--- config.mk ---
export PLATFORM = sky130hd
export DESIGN_NAME = bezier_curve_point_generator
export DESIGN_NICKNAME = d
export VERILOG_FILES = /design/src/hdl/bcpg_pkg.sv /design/src/hdl/bezier_curve_point_generator.sv /design/src/hdl/bcpg_ctrl.sv /design/src/hdl/bcpg_datapath.sv
export SDC_FILE = /design/constraint.sdc
export NUM_CORES = 2
export LEC_CHECK = 0
export BUFFER_PORTS_ARGS = -buffer_cell sky130_fd_sc_hd__buf_4
export CAP_MARGIN = 20
export CORE_ASPECT_RATIO = 2
export CORE_MARGIN = 3
export CORE_UTILIZATION = 54
export CTS_CLUSTER_SIZE = 30
export DETAILED_ROUTE_END_ITERATION = 8
export PLACE_DENSITY = 0.74
export SYNTH_ARGS = -nofsm -noshare
export SYNTH_HDL_FRONTEND = slang
export SYNTH_HIERARCHICAL = 1
export SYNTH_SLANG_ARGS = --single-unit
--- constraint.sdc ---
create_clock -name clk -period 6.9 [get_ports clk]
set_clock_uncertainty 0.15 [all_clocks]
set_input_delay 1.035 -clock clk [delete_from_list [all_inputs] [get_ports clk]]
set_output_delay 1.035 -clock clk [all_outputs]
set_load 0.03 [all_outputs]
--- src/hdl/bcpg_pkg.sv ---
// Package for the Bezier curve point generator.
// Holds the controller/datapath command and status types and the fixed sizes.
// No dependencies.
package bcpg_pkg;

	localparam int COORD_W  = 16;
	localparam int OUT_W    = 24;
	localparam int IDX_W    = 6;
	localparam int WGT_W    = 20;
	localparam int DEN_W    = 18;
	localparam int ACC_W    = 37;
	localparam int NPTS     = 4;
	localparam int DIV_BITS = 24;
	localparam int DCNT_W   = $clog2(DIV_BITS);

	typedef struct packed {
		logic             load;
		logic             wgt1;
		logic             wgt2;
		logic             mac;
		logic [1:0]       mac_k;
		logic             div_init;
		logic             div_step;
		logic             emit;
	} bcpg_cmd_t;

	typedef struct packed {
		logic n_zero;
		logic last_pt;
		logic out_free;
	} bcpg_stat_t;

endpackage

--- src/hdl/bezier_curve_point_generator.sv ---
// Top level of the Bezier curve point generator.
// Joins bcpg_ctrl and bcpg_datapath; uses bcpg_pkg.
//
// Usage: one input item (mode, steps N, four control points) is taken on the
// in_valid/in_ready channel. The block then delivers N+1 result items on the
// out_valid/out_ready channel, the point at t = i/N for i = 0 to N, with
// last set on the final one. An item with N equal to zero yields no result.
// Output coordinates are signed with 8 fraction bits, rounded to nearest, ties up.
//
// Sequence: every point runs the Bernstein weights (WGT1, WGT2), one
// multiply-accumulate step per control point (MAC), the divider load that
// forms the dividend (DIVI), the radix-2 restoring dividers that run x and y
// side by side (DIV), and the load of the output register (EMIT).
//
// The output register decouples the sides: the next point is computed while
// a finished one waits. When the receiver stalls, the block holds in its emit
// step until the register frees. A new item is taken once the last point of
// the previous one is in the output register. Reset returns the controller to
// idle and empties the output register.
module bezier_curve_point_generator import bcpg_pkg::*; #(
	parameter int MAX_STEPS = 63
) (
	input  logic                      clk,
	input  logic                      arst_n,
	input  logic                      in_valid,
	output logic                      in_ready,
	input  logic                      mode,
	input  logic [IDX_W-1:0]          steps,
	input  logic signed [COORD_W-1:0] p0_x,
	input  logic signed [COORD_W-1:0] p0_y,
	input  logic signed [COORD_W-1:0] p1_x,
	input  logic signed [COORD_W-1:0] p1_y,
	input  logic signed [COORD_W-1:0] p2_x,
	input  logic signed [COORD_W-1:0] p2_y,
	input  logic signed [COORD_W-1:0] p3_x,
	input  logic signed [COORD_W-1:0] p3_y,
	output logic                      out_valid,
	input  logic                      out_ready,
	output logic signed [OUT_W-1:0]   curve_x,
	output logic signed [OUT_W-1:0]   curve_y,
	output logic [IDX_W-1:0]          step_index,
	output logic                      last
);

	bcpg_cmd_t  cmd;
	bcpg_stat_t stat;

	// The controller only sequences; all arithmetic lives in the datapath.
	bcpg_ctrl u_ctrl (
		.clk      (clk),
		.arst_n   (arst_n),
		.in_valid (in_valid),
		.in_ready (in_ready),
		.stat     (stat),
		.cmd      (cmd)
	);

	bcpg_datapath #(.MAX_STEPS(MAX_STEPS)) u_dp (
		.clk        (clk),
		.arst_n     (arst_n),
		.cmd        (cmd),
		.stat       (stat),
		.mode       (mode),
		.steps      (steps),
		.p0_x       (p0_x), .p0_y (p0_y),
		.p1_x       (p1_x), .p1_y (p1_y),
		.p2_x       (p2_x), .p2_y (p2_y),
		.p3_x       (p3_x), .p3_y (p3_y),
		.curve_x    (curve_x),
		.curve_y    (curve_y),
		.step_index (step_index),
		.last       (last),
		.out_valid  (out_valid),
		.out_ready  (out_ready)
	);

`ifndef NO_ASSERTIONS
	// An accepted item with a nonzero step count keeps the block busy.
	a_busy_after_accept: assert property (@(posedge clk) disable iff (!arst_n)
		in_valid && in_ready && (steps != '0) |=> !in_ready)
		else $error("input taken again right after a nonzero item");

	// While a point other than the last is pending, the run is not finished.
	a_busy_mid_run: assert property (@(posedge clk) disable iff (!arst_n)
		out_valid && !last |-> !in_ready)
		else $error("block idle before the last point of a run");
`endif

endmodule

--- src/hdl/bcpg_ctrl.sv ---
// Controller state machine for the Bezier curve point generator.
// Sequences weights, multiply-accumulate, division and emit; uses bcpg_pkg.
module bcpg_ctrl import bcpg_pkg::*; (
	input  logic       clk,
	input  logic       arst_n,
	input  logic       in_valid,
	output logic       in_ready,
	input  bcpg_stat_t stat,
	output bcpg_cmd_t  cmd
);

	typedef enum logic [2:0] {
		IDLE, WGT1, WGT2, MAC, DIVI, DIV, EMIT
	} state_t;

	state_t            state_q;
	logic [1:0]        k_q;
	logic [DCNT_W-1:0] cnt_q;

	always_ff @(posedge clk or negedge arst_n) begin
		if (!arst_n) begin
			state_q <= IDLE;
			k_q     <= '0;
			cnt_q   <= '0;
		end else begin
			unique case (state_q)
				IDLE: begin
					if (in_valid && !stat.n_zero) state_q <= WGT1;
				end
				WGT1: state_q <= WGT2;
				WGT2: begin
					state_q <= MAC;
					k_q     <= '0;
				end
				MAC: begin
					k_q <= k_q + 2'd1;
					if (k_q == 2'(NPTS - 1)) state_q <= DIVI;
				end
				DIVI: begin
					state_q <= DIV;
					cnt_q   <= '0;
				end
				DIV: begin
					cnt_q <= cnt_q + 1'b1;
					if (cnt_q == DCNT_W'(DIV_BITS - 1)) state_q <= EMIT;
				end
				EMIT: begin
					if (stat.out_free) state_q <= stat.last_pt ? IDLE : WGT1;
				end
				default: state_q <= IDLE;
			endcase
		end
	end

	assign in_ready = (state_q == IDLE);

	always_comb begin
		cmd          = '0;
		cmd.load     = (state_q == IDLE) && in_valid;
		cmd.wgt1     = (state_q == WGT1);
		cmd.wgt2     = (state_q == WGT2);
		cmd.mac      = (state_q == MAC);
		cmd.mac_k    = k_q;
		cmd.div_init = (state_q == DIVI);
		cmd.div_step = (state_q == DIV);
		cmd.emit     = (state_q == EMIT) && stat.out_free;
	end

endmodule

--- src/hdl/bcpg_datapath.sv ---
// Datapath for the Bezier curve point generator: weights, accumulators,
// two restoring dividers and the output register; uses bcpg_pkg.
module bcpg_datapath import bcpg_pkg::*; #(
	parameter int MAX_STEPS = 63
) (
	input  logic                      clk,
	input  logic                      arst_n,
	input  bcpg_cmd_t                 cmd,
	output bcpg_stat_t                stat,
	input  logic                      mode,
	input  logic [IDX_W-1:0]          steps,
	input  logic signed [COORD_W-1:0] p0_x, p0_y, p1_x, p1_y,
	input  logic signed [COORD_W-1:0] p2_x, p2_y, p3_x, p3_y,
	output logic signed [OUT_W-1:0]   curve_x,
	output logic signed [OUT_W-1:0]   curve_y,
	output logic [IDX_W-1:0]          step_index,
	output logic                      last,
	output logic                      out_valid,
	input  logic                      out_ready
);

	localparam int V_W   = ACC_W + 10;
	localparam int REM_W = DEN_W + 1;

	logic                      cubic_q;
	logic [IDX_W-1:0]          n_q, i_q;
	logic signed [COORD_W-1:0] px_q [NPTS];
	logic signed [COORD_W-1:0] py_q [NPTS];
	logic [11:0]               uu_q, ui_q, ii_q, nn_q;
	logic [WGT_W-1:0]          w_q [NPTS];
	logic [DEN_W-1:0]          den_q;
	logic signed [ACC_W-1:0]   acc_x_q, acc_y_q;
	logic [REM_W-1:0]          rem_x_q, rem_y_q;
	logic [DIV_BITS-1:0]       quo_x_q, quo_y_q;
	logic                      neg_x_q, neg_y_q;

	logic [IDX_W-1:0]          n_eff, u;
	logic signed [WGT_W:0]     wk;
	logic signed [ACC_W-1:0]   prod_x, prod_y;
	logic signed [V_W-1:0]     v_x, v_y, a_x, a_y;
	logic [REM_W:0]            d2, t_x, t_y;

	assign n_eff = (steps > IDX_W'(MAX_STEPS)) ? IDX_W'(MAX_STEPS) : steps;
	assign u     = n_q - i_q;
	assign wk    = $signed({1'b0, w_q[cmd.mac_k]});
	assign prod_x = ACC_W'(wk * px_q[cmd.mac_k]);
	assign prod_y = ACC_W'(wk * py_q[cmd.mac_k]);

	// Rounded value is floor((512*num + D) / 2D); negative dividends use
	// floor(v/d) = ~floor(~v/d).
	assign v_x = (V_W'(acc_x_q) <<< 9) + $signed(V_W'(den_q));
	assign v_y = (V_W'(acc_y_q) <<< 9) + $signed(V_W'(den_q));
	assign a_x = v_x[V_W-1] ? ~v_x : v_x;
	assign a_y = v_y[V_W-1] ? ~v_y : v_y;
	assign d2  = {1'b0, den_q, 1'b0};
	assign t_x = {rem_x_q, quo_x_q[DIV_BITS-1]};
	assign t_y = {rem_y_q, quo_y_q[DIV_BITS-1]};

	assign stat.n_zero   = (n_eff == '0);
	assign stat.last_pt  = (i_q == n_q);
	assign stat.out_free = !out_valid || out_ready;

	always_ff @(posedge clk) begin
		if (cmd.load) begin
			cubic_q <= mode;
			n_q     <= n_eff;
			i_q     <= '0;
			px_q[0] <= p0_x; px_q[1] <= p1_x; px_q[2] <= p2_x; px_q[3] <= p3_x;
			py_q[0] <= p0_y; py_q[1] <= p1_y; py_q[2] <= p2_y; py_q[3] <= p3_y;
		end
		if (cmd.wgt1) begin
			uu_q <= 12'(u * u);
			ui_q <= 12'(u * i_q);
			ii_q <= 12'(i_q * i_q);
			nn_q <= 12'(n_q * n_q);
		end
		if (cmd.wgt2) begin
			acc_x_q <= '0;
			acc_y_q <= '0;
			if (cubic_q) begin
				w_q[0] <= WGT_W'(uu_q * u);
				w_q[1] <= WGT_W'(3 * (uu_q * i_q));
				w_q[2] <= WGT_W'(3 * (ui_q * i_q));
				w_q[3] <= WGT_W'(ii_q * i_q);
				den_q  <= DEN_W'(nn_q * n_q);
			end else begin
				w_q[0] <= WGT_W'(uu_q);
				w_q[1] <= WGT_W'({ui_q, 1'b0});
				w_q[2] <= WGT_W'(ii_q);
				w_q[3] <= '0;
				den_q  <= DEN_W'(nn_q);
			end
		end
		if (cmd.mac) begin
			acc_x_q <= acc_x_q + prod_x;
			acc_y_q <= acc_y_q + prod_y;
		end
		if (cmd.div_init) begin
			neg_x_q <= v_x[V_W-1];
			neg_y_q <= v_y[V_W-1];
			rem_x_q <= a_x[DIV_BITS +: REM_W];
			rem_y_q <= a_y[DIV_BITS +: REM_W];
			quo_x_q <= a_x[DIV_BITS-1:0];
			quo_y_q <= a_y[DIV_BITS-1:0];
		end
		if (cmd.div_step) begin
			if (t_x >= d2) begin
				rem_x_q <= REM_W'(t_x - d2);
				quo_x_q <= {quo_x_q[DIV_BITS-2:0], 1'b1};
			end else begin
				rem_x_q <= t_x[REM_W-1:0];
				quo_x_q <= {quo_x_q[DIV_BITS-2:0], 1'b0};
			end
			if (t_y >= d2) begin
				rem_y_q <= REM_W'(t_y - d2);
				quo_y_q <= {quo_y_q[DIV_BITS-2:0], 1'b1};
			end else begin
				rem_y_q <= t_y[REM_W-1:0];
				quo_y_q <= {quo_y_q[DIV_BITS-2:0], 1'b0};
			end
		end
		if (cmd.emit) begin
			curve_x    <= neg_x_q ? ~quo_x_q : quo_x_q;
			curve_y    <= neg_y_q ? ~quo_y_q : quo_y_q;
			step_index <= i_q;
			last       <= (i_q == n_q);
			i_q        <= i_q + 1'b1;
		end
	end

	always_ff @(posedge clk or negedge arst_n) begin
		if (!arst_n) begin
			out_valid <= 1'b0;
		end else if (cmd.emit) begin
			out_valid <= 1'b1;
		end else if (out_ready) begin
			out_valid <= 1'b0;
		end
	end

endmodule

==> key figures <==
Status
  • Status: finished with violations
  • Failing checks: negative setup slack

Timing
  • Slew at the pin closest to its max-slew limit: 1060 ps
  • Unrepaired setup endpoints after global routing: true
  • Post-route minimum period: 7300 ps
  • Final WS setup: -401 ps
  • Fin crit share: 106%
  • Final slew viol count: 0
  • Fin. Hold Viols: 0
  • Max Clk Rate: 137 MHz
  • Final TNS setup: -9450 ps
  • Max_slew headroom: 28.3%
  • Final setup vio count: 37

Cells and area
  • Layout cells sized above 1: 17.0%
  • Most common cell after layout, fill and taps aside: inv_1
  • Most frequent cells in the layout: 1106 x inv_1, 824 x nand2_1, 778 x fa_1
  • Final core occ: 63.7%
  • Final Net Count: 8469
  • Area added between synthesis and finish: 16.9%

Worst setup path
  • Crit-path max cell delay: 580 ps
  • Setup crit end kind: register
  • Crit-path slowest cell: dfrtp_4
  • Cell family with most CP delay: adder cells
  • Most frequent CP cell: fa_1
  • WP data arrival: 7550 ps
  • Worst Path Required: 7150 ps
  • CP Launch Type: register
  • Critical path class: reg -> reg
  • Worst-path fanout max: 12
  • CP Buf/Inv Count: 9

Drt
  • Routed WL: 206 mm
  • Remaining antenna violation count after routing: 0
  • DR WL/cell: 24.2 um
  • Pre-antenna DRT Iters: 6
  • Initial DRC count: 2824
  • Vias: 48400
  • # DRC: 0
  • Via density: 5.68

GRT
  • First-pass GRT wire length: 306 mm
  • Initial antenna violation count: 7
  • Remaining global-route overflow: 0
  • Vias in the first global route: 52700
  • Largest net degree at the start of global routing: 162
  • GRT Util Overall: 34.9%

Yosys
  • Post-Syn Area: 0.0622 mm2
  • Seq cells post-synth: 508
  • Top post-synthesis cells by area: fa_1 26%, edfxtp_1 23%, ha_1 11%
  • Netlist cell types: 96
  • Top_reg_cell synth: edfxtp_1
  • Post-synth EDFFs: 475
  • Syn. warnings: 6
  • Area share of the largest cell type after synthesis: 26.2%
  • Sequential area share after synthesis: 24.1%
  • Post-Syn Instances: 6410
  • Fraction of registers with async set/reset: 2.17%
  • Mean Syn Cell Area: 9.70 um2
  • Top cell type by total area after synthesis: fa_1

Die
  • Die width: 246 um
  • Top-Level Pins: 196
  • Die Area: 0.119 mm2
  • Die height: 486 um
  • Cell row count: 175
  • CORE AREA: 0.114 mm2
  • Initial Util: 54.5%

Clock tree
  • Clock latency on the worst-skew pair: 680 ps
  • Max Buffers Root-to-Sink: 3
  • CTS tree: done
  • Total CTS buffers: 49
  • Post-cts hold buffer count: 0
  • Clock slew at reported path FFs: 80 ps
  • Clock root buffer: clkbuf_16
  • Clock Sinks: 508
  • H-tree depth: 2

Job
  • Maxcap violations: 0

Placed design
  • Routability cong.: 1.03
  • DP HPWL: 169 mm
  • Port bufs: 195

Worst hold path
  • Min-delay worst type: in -> async
==> path summary, 6_finish.rpt <==
check                                        startpoint                        endpoint  slack (ps)  cells past startpoint
max in group asynchronous                        arst_n       u_ctrl/k_q[0]$_DFFE_PN0P_        6300                      1
min reg2reg                u_dp/w_q[2][15]$_SDFFE_PP0P_    u_dp/w_q[2][15]$_SDFFE_PP0P_         330                      2
max                           u_ctrl/k_q[0]$_DFFE_PN0P_  u_dp/acc_y_q[28]$_SDFFCE_PN0P_        -400                     27
max reg2reg                   u_ctrl/k_q[0]$_DFFE_PN0P_  u_dp/acc_y_q[28]$_SDFFCE_PN0P_        -400                     27
min                                              arst_n     u_ctrl/cnt_q[4]$_DFFE_PN0P_          70                      1
min in group clk           u_dp/w_q[2][15]$_SDFFE_PP0P_    u_dp/w_q[2][15]$_SDFFE_PP0P_         330                      2
==> synthesized netlist by cell type (16+ instances only) <==
library cell	number
nand2_1	840
inv_1	1129
o22ai_1	19
buf_1	21
o21bai_1	39
nor3_1	63
mux2_2	55
or3_1	17
a21o_1	89
nor2_1	391
mux4_2	21
and3_1	28
ha_1	547
a31oi_1	31
nor2b_1	86
o21a_1	53
a21oi_1	190
buf_2	32
nand4_1	27
o21ai_0	157
a211oi_1	16
o211ai_1	17
and2_1	224
nand3_1	49
edfxtp_1	475
xnor2_1	260
nand2b_1	39
fa_1	812
o21ai_1	24
clkbuf_1	206
xor2_1	153
mux2i_1	77
dfxtp_1	22
==> metal layers <==
metal	global-route usage (%)	vias to the layer above	routed length [um]
li1	-	21600	-
met1	30.3	23900	59000
met2	64.4	1921	108000
met3	5.28	976	10100
met4	36.9	6	28800
met5	0	-	45
==> through the flow <==
step	hold WS, ps	cell area, um2	cells	worst slack [ps]
final	73.7	72700	8520	-401
after global routing	72.9	72600	8517	-598
after detailed placement	315	69200	8372	-801
after CTS	41.9	71600	8488	-401
after global placement	309	69200	8372	-736
after floorplan	274	62500	6419	8.19
==> repair_timing <==
item,in CTS,in global routing
cloned,2,4
setup endpoints to repair,43,44
gates resized for setup,84,188
setup buffers,22,23
pin swaps,30,72
==> logic make-up after synthesis <==
logic type,after synthesis,synth area share (%)
AND/OR/NAND/NOR,1815,13.2
adder cells (fa/ha/maj),1359,37.2
buffers and inverters,1404,8.68
multiplexers,158,3.09
AO/OA/AOI/OAI,750,7.87
XOR/XNOR,414,5.86
flip-flops,508,24.1
other,2,0.0121
==> sequential cells by signal (all words and copies together) (netlist names), 11 cells and up <==
signal,flops
u_dp/den_q,18
u_dp/curve_x,24
u_dp/ii_q,11
u_dp/rem_y_q,19
u_dp/rem_x_q,19
u_dp/curve_y,24
u_dp/quo_x_q,24
u_dp/acc_y_q,37
u_dp/ui_q,12
u_dp/nn_q,11
u_dp/acc_x_q,37
u_dp/quo_y_q,24
u_dp/uu_q,11
u_dp/w_q,76
u_dp/py_q,64
u_dp/px_q,64
==> cell type report <==
cell class | count | area (um2)
diodes | 4 | 10.0
clock buffers | 52 | 1240
clock inverters | 40 | 601
fillers | 9312 | 41400
inverters | 1131 | 4250
multi-input cells | 4507 | 42900
flip-flops and latches | 508 | 15000
well taps | 1504 | 1880
repair buffers | 774 | 6790
Power is left out: the tool's default activity adds up to more than one toggle a clock period on the data nets, which glitch-free logic cannot reach.
